$ cat src/ricl_pkg.sv
// ----------------------------------------------------------------------------
// Image cache package
// Request, status, register and state codes, field widths and the entry
// record that the image cache uses for its table memory.
// ----------------------------------------------------------------------------
`default_nettype none

package ricl_pkg;

  localparam int ID_W       = 16;
  localparam int TEX_W      = 16;
  localparam int REFS_W     = 16;
  localparam int MODE_W     = 2;
  localparam int LIMIT_W    = 6;
  localparam int STATUS_W   = 3;
  localparam int CFG_IDX_W  = 2;
  localparam int CFG_DATA_W = 6;

  localparam logic [LIMIT_W-1:0] LIMIT_RESET = 6'd16;
  localparam logic [MODE_W-1:0]  MODE_RESET  = 2'd0;
  localparam logic [REFS_W-1:0]  REFS_MAX    = 16'hFFFF;

  typedef enum logic [1:0] {
    REQ_ASSIGN  = 2'd0,
    REQ_ACQUIRE = 2'd1,
    REQ_RELEASE = 2'd2,
    REQ_CLEAR   = 2'd3
  } req_e;

  typedef enum logic [STATUS_W-1:0] {
    STS_OK        = 3'd0,
    STS_MISMATCH  = 3'd1,
    STS_DUPLICATE = 3'd2,
    STS_UNKNOWN   = 3'd3,
    STS_UNDERFLOW = 3'd4,
    STS_FULL      = 3'd5
  } status_e;

  typedef enum logic [CFG_IDX_W-1:0] {
    CFG_LRU_LIMIT    = 2'd0,
    CFG_CURRENT_MODE = 2'd1
  } cfg_e;

  typedef enum logic [3:0] {
    S_IDLE,
    S_SCAN,
    S_DECIDE,
    S_PUSH,
    S_EVICT_CHK,
    S_LRU_PASS,
    S_EVICT_RD,
    S_EVICT_EMIT,
    S_CLR_CHK,
    S_CLR_EMIT,
    S_RESP
  } state_e;

  typedef struct packed {
    logic [ID_W-1:0]   image;
    logic [TEX_W-1:0]  texture;
    logic [REFS_W-1:0] refs;
  } entry_t;

endpackage

`default_nettype wire

$ cat src/ricl_ram.sv
// ----------------------------------------------------------------------------
// Generic RAM
// One write port, one read port with registered read data.
// ----------------------------------------------------------------------------
`default_nettype none

module ricl_ram #(
  parameter int WIDTH = 16,
  parameter int DEPTH = 32
) (
  input  wire logic                     clk_i,
  input  wire logic                     we_i,
  input  wire logic [$clog2(DEPTH)-1:0] waddr_i,
  input  wire logic [WIDTH-1:0]         wdata_i,
  input  wire logic [$clog2(DEPTH)-1:0] raddr_i,
  output logic      [WIDTH-1:0]         rdata_o
);

  logic [WIDTH-1:0] mem_q [DEPTH];
  logic [WIDTH-1:0] rdata_q;

  always_ff @(posedge clk_i) begin
    if (we_i) begin
      mem_q[waddr_i] <= wdata_i;
    end
    rdata_q <= mem_q[raddr_i];
  end

  assign rdata_o = rdata_q;

endmodule

`default_nettype wire

$ cat src/refcounted_image_cache_lru.sv
// ----------------------------------------------------------------------------
// Reference-counted image cache with LRU eviction
// Assign, acquire and release scan the whole table, then decide; each LRU
// unlink or eviction walks the LRU memory up to lru_count, and an eviction
// then reads the entry and emits it. Clear steps through the slots and
// emits each held image. One request at a time: a new request is taken
// only in idle, once the last one is through.
// Reset clears valid bits and LRU count at once; limit 16, mode 0.
// ----------------------------------------------------------------------------
`default_nettype none

module refcounted_image_cache_lru
  import ricl_pkg::*;
#(
  parameter int IMAGE_SLOTS = 32
) (
  input  wire logic                  clk_i,
  input  wire logic                  rst_ni,
  input  wire logic                  in_valid_i,
  output logic                       in_ready_o,
  input  wire logic [1:0]            req_type_i,
  input  wire logic [ID_W-1:0]       image_id_i,
  input  wire logic [TEX_W-1:0]      texture_id_i,
  input  wire logic [MODE_W-1:0]     image_mode_i,
  output logic                       out_valid_o,
  input  wire logic                  out_ready_i,
  output logic [STATUS_W-1:0]        status_o,
  output logic                       release_valid_o,
  output logic [TEX_W-1:0]           released_texture_o,
  output logic [ID_W-1:0]            released_image_o,
  output logic                       last_o,
  input  wire logic                  cfg_valid_i,
  output logic                       cfg_ready_o,
  input  wire logic [CFG_IDX_W-1:0]  cfg_index_i,
  input  wire logic [CFG_DATA_W-1:0] cfg_data_i
);

  localparam int SLOT_W  = $clog2(IMAGE_SLOTS);
  localparam int CNT_W   = $clog2(IMAGE_SLOTS + 1);
  localparam int CMP_W   = (CNT_W > LIMIT_W) ? CNT_W : LIMIT_W;
  localparam int ENTRY_W = $bits(entry_t);
  localparam logic [CNT_W-1:0] SLOTS_C = CNT_W'(IMAGE_SLOTS);

  state_e state_q, state_d;

  req_e               req_type_q;
  logic [ID_W-1:0]    req_id_q;
  logic [TEX_W-1:0]   req_tex_q;
  status_e            resp_st_q;

  logic [CNT_W-1:0]   cnt_q;
  logic               sc_vld_q;
  logic [SLOT_W-1:0]  sc_idx_q;
  logic               found_q, free_q;
  logic [SLOT_W-1:0]  found_slot_q, free_slot_q, push_slot_q;
  entry_t             ent_q;

  logic               pass_head_q;
  logic [CNT_W-1:0]   pos_q;
  logic               lp_vld_q;
  logic [SLOT_W-1:0]  lp_idx_q;
  logic               hit_q;
  logic [SLOT_W-1:0]  hit_slot_q;
  logic               ev_q;

  logic [CNT_W-1:0]       lru_count_q;
  logic [IMAGE_SLOTS-1:0] valid_q;
  logic [LIMIT_W-1:0]     limit_q;
  logic [MODE_W-1:0]      mode_q;

  logic               out_valid_q;
  status_e            out_status_q;
  logic               out_rv_q;
  logic [TEX_W-1:0]   out_tex_q;
  logic [ID_W-1:0]    out_img_q;
  logic               out_last_q;

  logic               ent_we;
  logic [SLOT_W-1:0]  ent_waddr, ent_raddr;
  entry_t             ent_wdata, ent_rdata;
  logic               lru_we;
  logic [SLOT_W-1:0]  lru_waddr, lru_raddr, lru_wdata, lru_rdata;

  logic               out_load;
  status_e            out_status;
  logic               out_rv;
  logic [TEX_W-1:0]   out_tex;
  logic [ID_W-1:0]    out_img;
  logic               out_last;

  logic               out_free;
  logic               over_limit;
  logic               scan_match, scan_free, lp_hit, resp_rv, clr_last;
  logic [SLOT_W-1:0]  cnt_idx;
  logic [IMAGE_SLOTS-1:0] valid_rest;
  logic [REFS_W-1:0]  refs_inc;

  ricl_ram #(
    .WIDTH(ENTRY_W),
    .DEPTH(IMAGE_SLOTS)
  ) u_entry_ram (
    .clk_i  (clk_i),
    .we_i   (ent_we),
    .waddr_i(ent_waddr),
    .wdata_i(ent_wdata),
    .raddr_i(ent_raddr),
    .rdata_o(ent_rdata)
  );

  ricl_ram #(
    .WIDTH(SLOT_W),
    .DEPTH(IMAGE_SLOTS)
  ) u_lru_ram (
    .clk_i  (clk_i),
    .we_i   (lru_we),
    .waddr_i(lru_waddr),
    .wdata_i(lru_wdata),
    .raddr_i(lru_raddr),
    .rdata_o(lru_rdata)
  );

  assign out_free   = !out_valid_q || out_ready_i;
  assign over_limit = (CMP_W'(lru_count_q) > CMP_W'(limit_q)) && (lru_count_q != '0);
  assign cnt_idx    = cnt_q[SLOT_W-1:0];
  assign scan_match = sc_vld_q && valid_q[sc_idx_q] && (ent_rdata.image == req_id_q);
  assign scan_free  = sc_vld_q && !valid_q[sc_idx_q];
  assign lp_hit     = lp_vld_q && !hit_q &&
                      (pass_head_q ? (lp_idx_q == '0) : (lru_rdata == found_slot_q));
  assign refs_inc   = (ent_q.refs == REFS_MAX) ? ent_q.refs : ent_q.refs + REFS_W'(1);

  always_comb begin
    valid_rest          = valid_q;
    valid_rest[cnt_idx] = 1'b0;
    clr_last            = (valid_rest == '0);
  end

  always_comb begin
    case (resp_st_q) inside
      STS_MISMATCH, STS_DUPLICATE, STS_FULL: resp_rv = 1'b1;
      default:                               resp_rv = 1'b0;
    endcase
  end

  // next state
  always_comb begin
    state_d = state_q;
    unique case (state_q)
      S_IDLE: begin
        if (in_valid_i) begin
          unique case (req_e'(req_type_i))
            REQ_ASSIGN:  state_d = (image_mode_i != mode_q) ? S_RESP : S_SCAN;
            REQ_ACQUIRE: state_d = S_SCAN;
            REQ_RELEASE: state_d = S_SCAN;
            REQ_CLEAR:   state_d = (valid_q == '0) ? S_RESP : S_CLR_CHK;
            default:     state_d = S_IDLE;
          endcase
        end
      end
      S_SCAN: begin
        if (cnt_q == SLOTS_C && !sc_vld_q) begin
          state_d = S_DECIDE;
        end
      end
      S_DECIDE: begin
        unique case (req_type_q)
          REQ_ASSIGN:  state_d = (!found_q && free_q) ? S_PUSH : S_RESP;
          REQ_ACQUIRE: state_d = (found_q && ent_q.refs == '0) ? S_LRU_PASS : S_RESP;
          REQ_RELEASE: state_d = (found_q && ent_q.refs == REFS_W'(1)) ? S_PUSH : S_RESP;
          default:     state_d = S_RESP;
        endcase
      end
      S_PUSH:      state_d = S_EVICT_CHK;
      S_EVICT_CHK: begin
        if (over_limit) begin
          state_d = S_LRU_PASS;
        end else begin
          state_d = ev_q ? S_IDLE : S_RESP;
        end
      end
      S_LRU_PASS: begin
        if (pos_q == lru_count_q && !lp_vld_q) begin
          state_d = pass_head_q ? S_EVICT_RD : S_RESP;
        end
      end
      S_EVICT_RD:   state_d = S_EVICT_EMIT;
      S_EVICT_EMIT: begin
        if (out_free) begin
          state_d = S_EVICT_CHK;
        end
      end
      S_CLR_CHK: begin
        if (valid_q[cnt_idx]) begin
          state_d = S_CLR_EMIT;
        end
      end
      S_CLR_EMIT: begin
        if (out_free) begin
          state_d = clr_last ? S_IDLE : S_CLR_CHK;
        end
      end
      S_RESP: begin
        if (out_free) begin
          state_d = S_IDLE;
        end
      end
      default: state_d = S_IDLE;
    endcase
  end

  // outputs and memory control
  always_comb begin
    in_ready_o = 1'b0;
    ent_we     = 1'b0;
    ent_waddr  = free_slot_q;
    ent_wdata  = '{image: req_id_q, texture: req_tex_q, refs: '0};
    ent_raddr  = (cnt_q < SLOTS_C) ? cnt_idx : '0;
    lru_we     = 1'b0;
    lru_waddr  = SLOT_W'(lp_idx_q - SLOT_W'(1));
    lru_wdata  = lru_rdata;
    lru_raddr  = (pos_q < lru_count_q) ? pos_q[SLOT_W-1:0] : '0;
    out_load   = 1'b0;
    out_status = STS_OK;
    out_rv     = 1'b1;
    out_tex    = ent_rdata.texture;
    out_img    = ent_rdata.image;
    out_last   = 1'b0;
    unique case (state_q)
      S_IDLE: in_ready_o = 1'b1;
      S_DECIDE: begin
        unique case (req_type_q)
          REQ_ASSIGN: ent_we = !found_q && free_q;
          REQ_ACQUIRE: begin
            ent_we    = found_q;
            ent_waddr = found_slot_q;
            ent_wdata = '{image: ent_q.image, texture: ent_q.texture, refs: refs_inc};
          end
          REQ_RELEASE: begin
            ent_we    = found_q && (ent_q.refs != '0);
            ent_waddr = found_slot_q;
            ent_wdata = '{image: ent_q.image, texture: ent_q.texture,
                          refs: ent_q.refs - REFS_W'(1)};
          end
          default: ent_we = 1'b0;
        endcase
      end
      S_PUSH: begin
        lru_we    = lru_count_q < SLOTS_C;
        lru_waddr = lru_count_q[SLOT_W-1:0];
        lru_wdata = push_slot_q;
      end
      S_LRU_PASS: lru_we = lp_vld_q && hit_q;
      S_EVICT_RD: ent_raddr = hit_slot_q;
      S_EVICT_EMIT: begin
        ent_raddr = hit_slot_q;
        out_load  = out_free;
        out_last  = !over_limit;
      end
      S_CLR_CHK: ent_raddr = cnt_idx;
      S_CLR_EMIT: begin
        ent_raddr = cnt_idx;
        out_load  = out_free;
        out_last  = clr_last;
      end
      S_RESP: begin
        out_load   = out_free;
        out_status = resp_st_q;
        out_rv     = resp_rv;
        out_tex    = resp_rv ? req_tex_q : '0;
        out_img    = (req_type_q == REQ_CLEAR) ? '0 : req_id_q;
        out_last   = 1'b1;
      end
      default: in_ready_o = 1'b0;
    endcase
  end

  // control state
  always_ff @(posedge clk_i or negedge rst_ni) begin
    if (!rst_ni) begin
      state_q     <= S_IDLE;
      cnt_q       <= '0;
      sc_vld_q    <= 1'b0;
      found_q     <= 1'b0;
      free_q      <= 1'b0;
      pass_head_q <= 1'b0;
      pos_q       <= '0;
      lp_vld_q    <= 1'b0;
      hit_q       <= 1'b0;
      ev_q        <= 1'b0;
      lru_count_q <= '0;
      valid_q     <= '0;
      limit_q     <= LIMIT_RESET;
      mode_q      <= MODE_RESET;
      out_valid_q <= 1'b0;
    end else begin
      state_q <= state_d;
      if (cfg_valid_i) begin
        unique case (cfg_e'(cfg_index_i))
          CFG_LRU_LIMIT:    limit_q <= cfg_data_i[LIMIT_W-1:0];
          CFG_CURRENT_MODE: mode_q  <= cfg_data_i[MODE_W-1:0];
          default:          ;
        endcase
      end
      if (out_load) begin
        out_valid_q <= 1'b1;
      end else if (out_ready_i) begin
        out_valid_q <= 1'b0;
      end
      unique case (state_q)
        S_IDLE: begin
          if (in_valid_i) begin
            cnt_q    <= '0;
            sc_vld_q <= 1'b0;
            found_q  <= 1'b0;
            free_q   <= 1'b0;
            ev_q     <= 1'b0;
            if (req_e'(req_type_i) == REQ_CLEAR) begin
              lru_count_q <= '0;
            end
          end
        end
        S_SCAN: begin
          sc_vld_q <= cnt_q < SLOTS_C;
          if (cnt_q < SLOTS_C) begin
            cnt_q <= cnt_q + CNT_W'(1);
          end
          if (scan_match) begin
            found_q <= 1'b1;
          end
          if (scan_free) begin
            free_q <= 1'b1;
          end
        end
        S_DECIDE: begin
          if (req_type_q == REQ_ASSIGN && !found_q && free_q) begin
            valid_q[free_slot_q] <= 1'b1;
          end
          pass_head_q <= 1'b0;
          pos_q       <= '0;
          lp_vld_q    <= 1'b0;
          hit_q       <= 1'b0;
        end
        S_PUSH: begin
          if (lru_count_q < SLOTS_C) begin
            lru_count_q <= lru_count_q + CNT_W'(1);
          end
        end
        S_EVICT_CHK: begin
          pass_head_q <= 1'b1;
          pos_q       <= '0;
          lp_vld_q    <= 1'b0;
          hit_q       <= 1'b0;
        end
        S_LRU_PASS: begin
          lp_vld_q <= pos_q < lru_count_q;
          if (pos_q < lru_count_q) begin
            pos_q <= pos_q + CNT_W'(1);
          end
          if (lp_hit) begin
            hit_q <= 1'b1;
          end
          if (pos_q == lru_count_q && !lp_vld_q && hit_q) begin
            lru_count_q <= lru_count_q - CNT_W'(1);
          end
        end
        S_EVICT_EMIT: begin
          if (out_free) begin
            valid_q[hit_slot_q] <= 1'b0;
            ev_q                <= 1'b1;
          end
        end
        S_CLR_CHK: begin
          if (!valid_q[cnt_idx]) begin
            cnt_q <= cnt_q + CNT_W'(1);
          end
        end
        S_CLR_EMIT: begin
          if (out_free) begin
            valid_q[cnt_idx] <= 1'b0;
            cnt_q            <= cnt_q + CNT_W'(1);
          end
        end
        default: ;
      endcase
    end
  end

  // payload
  always_ff @(posedge clk_i) begin
    if (out_load) begin
      out_status_q <= out_status;
      out_rv_q     <= out_rv;
      out_tex_q    <= out_tex;
      out_img_q    <= out_img;
      out_last_q   <= out_last;
    end
    unique case (state_q)
      S_IDLE: begin
        if (in_valid_i) begin
          req_type_q <= req_e'(req_type_i);
          req_id_q   <= image_id_i;
          req_tex_q  <= texture_id_i;
          resp_st_q  <= (req_e'(req_type_i) == REQ_ASSIGN && image_mode_i != mode_q) ?
                        STS_MISMATCH : STS_OK;
        end
      end
      S_SCAN: begin
        sc_idx_q <= cnt_idx;
        if (scan_match && !found_q) begin
          found_slot_q <= sc_idx_q;
          ent_q        <= ent_rdata;
        end
        if (scan_free && !free_q) begin
          free_slot_q <= sc_idx_q;
        end
      end
      S_DECIDE: begin
        push_slot_q <= (req_type_q == REQ_ASSIGN) ? free_slot_q : found_slot_q;
        unique case (req_type_q)
          REQ_ASSIGN: begin
            if (found_q) begin
              resp_st_q <= STS_DUPLICATE;
            end else if (!free_q) begin
              resp_st_q <= STS_FULL;
            end else begin
              resp_st_q <= STS_OK;
            end
          end
          REQ_ACQUIRE: resp_st_q <= found_q ? STS_OK : STS_UNKNOWN;
          REQ_RELEASE: begin
            if (!found_q) begin
              resp_st_q <= STS_UNKNOWN;
            end else if (ent_q.refs == '0) begin
              resp_st_q <= STS_UNDERFLOW;
            end else begin
              resp_st_q <= STS_OK;
            end
          end
          default: resp_st_q <= STS_OK;
        endcase
      end
      S_LRU_PASS: begin
        lp_idx_q <= pos_q[SLOT_W-1:0];
        if (lp_hit) begin
          hit_slot_q <= lru_rdata;
        end
      end
      default: ;
    endcase
  end

  assign cfg_ready_o        = 1'b1;
  assign out_valid_o        = out_valid_q;
  assign status_o           = out_status_q;
  assign release_valid_o    = out_rv_q;
  assign released_texture_o = out_tex_q;
  assign released_image_o   = out_img_q;
  assign last_o             = out_last_q;

endmodule

`default_nettype wire
$ cat config.mk
export PLATFORM = sky130hd
export DESIGN_NAME = refcounted_image_cache_lru
export DESIGN_NICKNAME = d
export VERILOG_FILES = /design/src/ricl_pkg.sv /design/src/ricl_ram.sv /design/src/refcounted_image_cache_lru.sv
export SDC_FILE = /design/constraint.sdc
export NUM_CORES = 2
export LEC_CHECK = 0
export BUFFER_PORTS_ARGS = -buffer_cell sky130_fd_sc_hd__buf_4
export CAP_MARGIN = 40
export CORE_ASPECT_RATIO = 0.6
export CORE_MARGIN = 5
export CORE_UTILIZATION = 50
export DETAILED_ROUTE_END_ITERATION = 16
export PLACE_DENSITY = 0.7
export SLEW_MARGIN = 10
export SYNTH_ARGS = -nofsm -noshare
export SYNTH_HDL_FRONTEND = slang
export SYNTH_HIERARCHICAL = 1
export SYNTH_SLANG_ARGS = --single-unit
$ cat constraint.sdc
create_clock -name clk_i -period 6 [get_ports clk_i]
set_clock_uncertainty 0.15 [all_clocks]
set_input_delay 1.2 -clock clk_i [delete_from_list [all_inputs] [get_ports clk_i]]
set_output_delay 1.2 -clock clk_i [all_outputs]
set_load 0.1 [all_outputs]
Yosys cells after proc, flatten, opt, wreduce, memory -nomap -nowiden
Memory sizes are Yosys's and may differ from the RTL's. A register that Yosys moved wholly into a read port is not among the register bits.
Cells that the tools add are included.
{"block": "word_totals", "mem_count": 2, "in_bits": 49, "elab_cells": 271, "mem_bits_rw": 1696, "reg_bits": 222}
{"memory": "u_entry_ram.mem_q", "words": 32, "width": 48, "rd": 1, "rd_clocked_by_memory_dff": 1, "write_ports": 1, "line_no": "ricl_ram.sv:19", "text": "logic [WIDTH-1:0] mem_q [DEPTH];"}
{"memory": "u_lru_ram.mem_q", "words": 32, "width": 5, "rd": 1, "rd_clocked_by_memory_dff": 1, "write_ports": 1, "line_no": "ricl_ram.sv:19"}
{"block": "classes", "n_lt_le_gt_ge": 11, "bitwise_logic": 5, "muxes": 95, "n_eq_ne": 44, "reduce_logical": 74, "add_sub_neg": 7}
{"op": "32-bit 2-to-1 mux", "n": 3}
{"op": "32-bit case mux with 3 select lines", "n": 1}
{"op": "48-bit case mux with 2 select lines", "n": 1}
{"op": "16-bit 2-to-1 mux", "n": 5}
{"op": "32-bit AND", "n": 2}
{"op": "32-bit zero test", "n": 2}
{"op": "32-bit NOT", "n": 2}
{"op": "4-bit 2-to-1 mux", "n": 15}
{"op": "6-bit 2-to-1 mux", "n": 9}
{"op": "48-bit 2-to-1 mux", "n": 1}
{"op": "4-bit case mux with 11 select lines", "n": 1}
{"op": "5-bit 2-to-1 mux", "n": 7}
{"op": "2-bit != test, second input constant", "n": 17}
{"op": "32-bit OR", "n": 1}
{"op": "5-bit by 6-bit less-than comparator with 1-bit output, second input constant", "n": 4}
{"op": "4-bit case mux with 3 select lines", "n": 2}
{"op": "6-bit case mux with 4 select lines", "n": 1}
{"op": "1-bit logical AND", "n": 22}
{"op": "1-bit 2-to-1 mux", "n": 22}
{"op": "2-bit AND reduction", "n": 10}
{"op": "6-bit by 1-bit adder with 6-bit output, second input constant", "n": 3}
{"op": "6-bit case mux with 3 select lines", "n": 1}
{"op": "16-bit by 1-bit adder with 16-bit output, second input constant", "n": 1}
{"op": "16-bit by 1-bit equality test with 1-bit output, second input constant", "n": 1}
{"op": "other kinds (49)", "n": 102}

Longest topological paths before layout
{"block": "logic_depth", "word_depth": 10, "ltp_mapped": 14}

Cells and area by module
Netlist, hierarchy kept.
{"mod": "ricl_ram at u_entry_ram", "cells_per_inst": 3364, "area_per_inst_um2": 60724.5, "instances": 1, "seq_area_each_um2": 47085.2}
{"mod": "refcounted_image_cache_lru", "cells_per_inst": 1290, "area_per_inst_um2": 12723.5, "instances": 1, "seq_area_each_um2": 6317.3}
{"mod": "ricl_ram at u_lru_ram", "cells_per_inst": 277, "area_per_inst_um2": 6344.8, "instances": 1, "seq_area_each_um2": 4904.7}

Worst setup path before layout
Ideal clock, no wire load.
{"block": "synth_timing", "path_kind": "reg2reg", "startpoint": "reg state_q[3]", "endpoint": "mem u_entry_ram/mem_q[17][0] in the netlist's numbering (enable)", "path_stages_with_launch": 12, "path_slack_ns": 0.963, "n_path_buf": 3, "required_ns": 5.396, "t_arrival_ns": 4.434, "cell_sequence": "dfrtp_1 -> clkbuf_1 -> nor2_1 -> nand2_1 -> inv_2 -> and2_1 -> clkbuf_1 -> clkbuf_1 -> nand2_1 -> nand2_1 -> or3b_2 -> nor2_1"}
{"block": "synth_via", "word_cells_on_any_way": 5}
{"element": "start: declaration", "line_no": "refcounted_image_cache_lru.sv:44", "text": "state_e state_q, state_d;"}
{"element": "start signal: assignment", "line_no": "refcounted_image_cache_lru.sv:295", "text": "state_q <= state_d;"}
{"element": "4-bit by 2-bit equality test with 1-bit output", "line_no": "refcounted_image_cache_lru.sv:227", "text": "unique case (state_q)"}
{"element": "5-bit 2-to-1 mux", "line_no": "refcounted_image_cache_lru.sv:227"}
{"element": "named net ent_waddr[4]", "line_no": "refcounted_image_cache_lru.sv:79", "text": "logic [SLOT_W-1:0] ent_waddr, ent_raddr;"}
{"element": "end: declaration", "line_no": "ricl_ram.sv:19"}
The timed path passes the listed nets, and every way through them passes these cells.

Final worst setup path
{"block": "layout_timing", "startpoint": "reg state_q[1]", "endpoint": "mem u_entry_ram/mem_q[30][37] in the netlist's numbering (enable)"}
The elaborated chain is that of the path after synthesis.

==> summary.txt <==
Outcome
  • Status: finished, final reports clean

Setup path
  • Launching point of the worst reg2reg path: state_q[1]
  • Max incr delay on CP: 0.87 ns
  • CP Capture Type: flip-flop
  • WP data arrival: approximately 5.2 ns
  • Worst setup SP type: flip-flop
  • Crit-path max FO: 36
  • RR Endpoint: u_entry_ram/mem_q[30][37]
  • Setup Crit Path Kind: flip-flop to flip-flop
  • R2R Setup Slk: 1.08 ns
  • CP max-delay cell: nor2_4
  • Reg2reg path depth: 10
  • WP buf/inv: 3
  • Family with the most delay on the worst path: simple AND/OR/NAND/NOR gates
  • CP required: between 6 and 7 ns
  • CP dominant cell by count: nand2_1
  • Critical path cell sequence: inv_2, nor2_1, nand2_1, inv_2, nand2_2, nand2_1, nand2_1, nand3b_1, nor2_4, buf_4

Cells and area
  • Nets: ~5,200
  • Design area: 89,600 um^2
  • Area taken by multi-input logic gates: 20,060 um^2
  • Area Growth Syn to Fin: 12.29%
  • Register area: a little under 60,000 um^2
  • Fill cells: about 12,000
  • Share of cells above drive strength 1: about an eighth

Yosys
  • Syn. warnings: 6
  • Cell variety after synth: 83
  • EDFF count, synth: around 1,800
  • Asr flop ratio synth: ~3.6%
  • Register area share after synthesis: 73.07%
  • Syn Nets: approximately 5,000
  • Main flop type after synthesis: edfxtp_1
  • Post-Syn Instances: 4,931
  • Synthesized area: 79,790 um^2
  • Register bit total from synthesis: approximately 2,000
  • Mean Syn Cell Area: 16.18 um^2

Floorplanning
  • I/O pins: 89
  • Die ar.: 167,900 um^2
  • Die width: ~530 um
  • Core ar.: approximately 160,000 um^2
  • Num rows: approximately 110
  • Die H: about 320 um
  • Initial core utilization: between 50% and 60%

Place
  • DP Area: approximately 84,000 um^2
  • DPL Wire Length: about 120,000 um
  • Port buffer count: between 80 and 90
  • GPL Wtd Cong: ~0.96
  • Setup WS pre-CTS: 1.199 ns

GRT
  • Pin count of the biggest net entering global routing: 113
  • Initial antenna violation count: 6
  • First-pass GRT wire length: 298,600 um
  • Global Route Usage Sum: 23.81%
  • Total grt overflow: 0
  • Vias in the first global route: approximately 44,000

Clocking
  • CTS tree: built
  • Clk_lat worst skew: 0.82 ns
  • Worst-path clk slew: about 0.060 ns
  • PostCTS Resize Cnt: 0
  • Root Buffer: clkbuf_16
  • Clock Sinks: 1,971
  • Post-CTS Setup Inserts: 0
  • CTS Buf Count: 181
  • Cts hold-fix bufs: 0
  • Clock tree buffer depth: 4
  • H-tree depth: 4

Drt
  • Vias per cell: approximately 6.2
  • DR iter-0 viols: between 5,000 and 6,000
  • WL per Instance: 27.77 um
  • Total number of vias: about 46,000
  • DRC violations left: 0
  • Pre-antenna DRT Iters: 9
  • Antenna Violating Nets Remaining: 0
  • Final wirelength: about 200,000 um

Flow run
  • Max-Cap Viols: 0

Timing
  • Worst-margin pin slew: ~1.0 ns
  • Final Hold Fails: 0
  • Setup-failing EPs final: 0
  • Final cycle utilization of the critical path: 82.07%
  • Setup TNS: 0 ns
  • Fin crit period: 4.924 ns
  • Fin Hold WS: 0.09482 ns
  • RSZ-0062 raised after global routing: no
  • Relative slew slack: 30.35%
  • Max Slew Vio Count: 0
  • Fmax: between 200 and 250 MHz
  • Fin worst setup slack: around 1.1 ns

Worst hold path
  • Hold Path Class: primary input to async pin

Pwr
  • Total power: around 38,000 uW
  • Pleak: a little under 0.03 uW
  • Power Density: ~420 nW/um^2
  • VDD IR-drop max: around 0.00034 V
==> synthesized netlist by cell type, drive strengths merged (5+ instances only) <==
cell	number	area, um^2
edfxtp	1848	55490
xor2	24	210.2
ha	33	412.9
o22a	14	122.6
or3	6	37.54
mux4	63	1423
nand3	218	1091
clkbuf	124	469.2
nor3	72	370.4
a21oi	201	1006
and2	12	75.07
dfrtp	69	1727
nand3b	19	142.6
buf	156	1156
o32ai	5	43.79
or4	6	45.04
nand4	16	106.4
nor3b	8	60.06
a22o	131	1147
xnor2	14	122.6
nand2b	35	219.0
nand2	325	1220
mux2i	783	7838
a22oi	150	1126
a31oi	62	387.9
or2	7	43.79
inv	40	150.1
mux2	15	168.9
nor2	145	544.3
o22ai	19	118.9
o21ai	139	695.7
o221ai	5	43.79
nor4	17	112.6
and3	9	56.30
a21o	8	60.06
nor2b	12	75.07
dfxtp	53	1061
or3b	6	52.55
o21a	7	52.55
==> logic make-up after synthesis <==
| family | count (synthesis) | share of synthesized area, % |
|---|---|---|
| AO/OA/AOI/OAI | 782 | 6.484 |
| flip-flops | 1971 | 73.07 |
| other | 1 | 0.004700 |
| buffers and inverters | 323 | 2.247 |
| XOR/XNOR | 38 | 0.4171 |
| AND/OR/NAND/NOR | 921 | 5.415 |
| adder cells (fa/ha/maj) | 34 | 0.5426 |
| multiplexers | 861 | 11.82 |
==> sequential cells by signal, summed over array words and instances (netlist names), 16 cells and up <==
signal	flops
ent_q	48
valid_q	32
released_image_o	16
req_id_q	16
u_lru_ram/mem_q	160
released_texture_o	16
req_tex_q	16
u_entry_ram/mem_q	1536
u_entry_ram/rdata_o	48
==> layout make-up <==
cell class / count / area share, %
Inverter: 42 / 0.1760
Multi-Input combinational cell: 2637 / 22.38
Tap cell: 2127 / 2.970
Sequential cell: 1971 / 65.08
Clock buffer: 248 / 5.530
Timing Repair Buffer: 274 / 3.317
Antenna cell: 1 / 0.002793
Clock inverter: 64 / 0.5460
==> worst max-delay path by stage <==
stage | startpoint | endpoint | cells past startpoint
2_1_floorplan | state_q[3] | u_entry_ram/mem_q[17][0] | 11
3_3_place_gp | state_q[1] | u_entry_ram/mem_q[12][6] | 10
3_5_place_dp | state_q[1] | u_entry_ram/mem_q[24][40] | 10
4_1_cts | state_q[1] | u_entry_ram/mem_q[24][22] | 10
5_1_grt | state_q[1] | u_entry_ram/mem_q[30][40] | 10
6_report | state_q[1] | u_entry_ram/mem_q[30][37] | 10
==> cells in the final DEF, fill, tap and decap left out, drive strengths merged, types with 53 or more instances in the layout <==
cell type,instances
a21oi,201
clkbuf,248
nand2,325
o21ai,139
buf,274
clkinv,53
mux2i,783
nand3,218
dfxtp,53
a31oi,62
nor3,72
edfxtp,1848
mux4,63
a22oi,150
a22o,131
dfrtp,69
nor2,145
==> report_power, final <==
part / internal, uW / switching (uW)
Sequential: 16400 / 603
Clock: 5990 / 4920
Combinational: 3370 / 6630
==> routing by layer <==
layer / GRT usage, % / routed length, um / share of wire [%]
met5: 0.4167 / 124 / 0.061
met2: 32.56 / 84690 / 41
met3: 6.218 / 23820 / 12
met4: 5.638 / 4764 / 2.3
met1: 37.94 / 91120 / 45
==> metrics by stage <==
step | instances | utilization, %
after floorplan | 4931 | -
after global placement | 6992 | 52.41
after detailed placement | 7050 | 53.08
after CTS | 7362 | 56.51
after global routing | 7364 | 56.53
final | 7364 | 56.53
(Power assumes the default switching activity.)
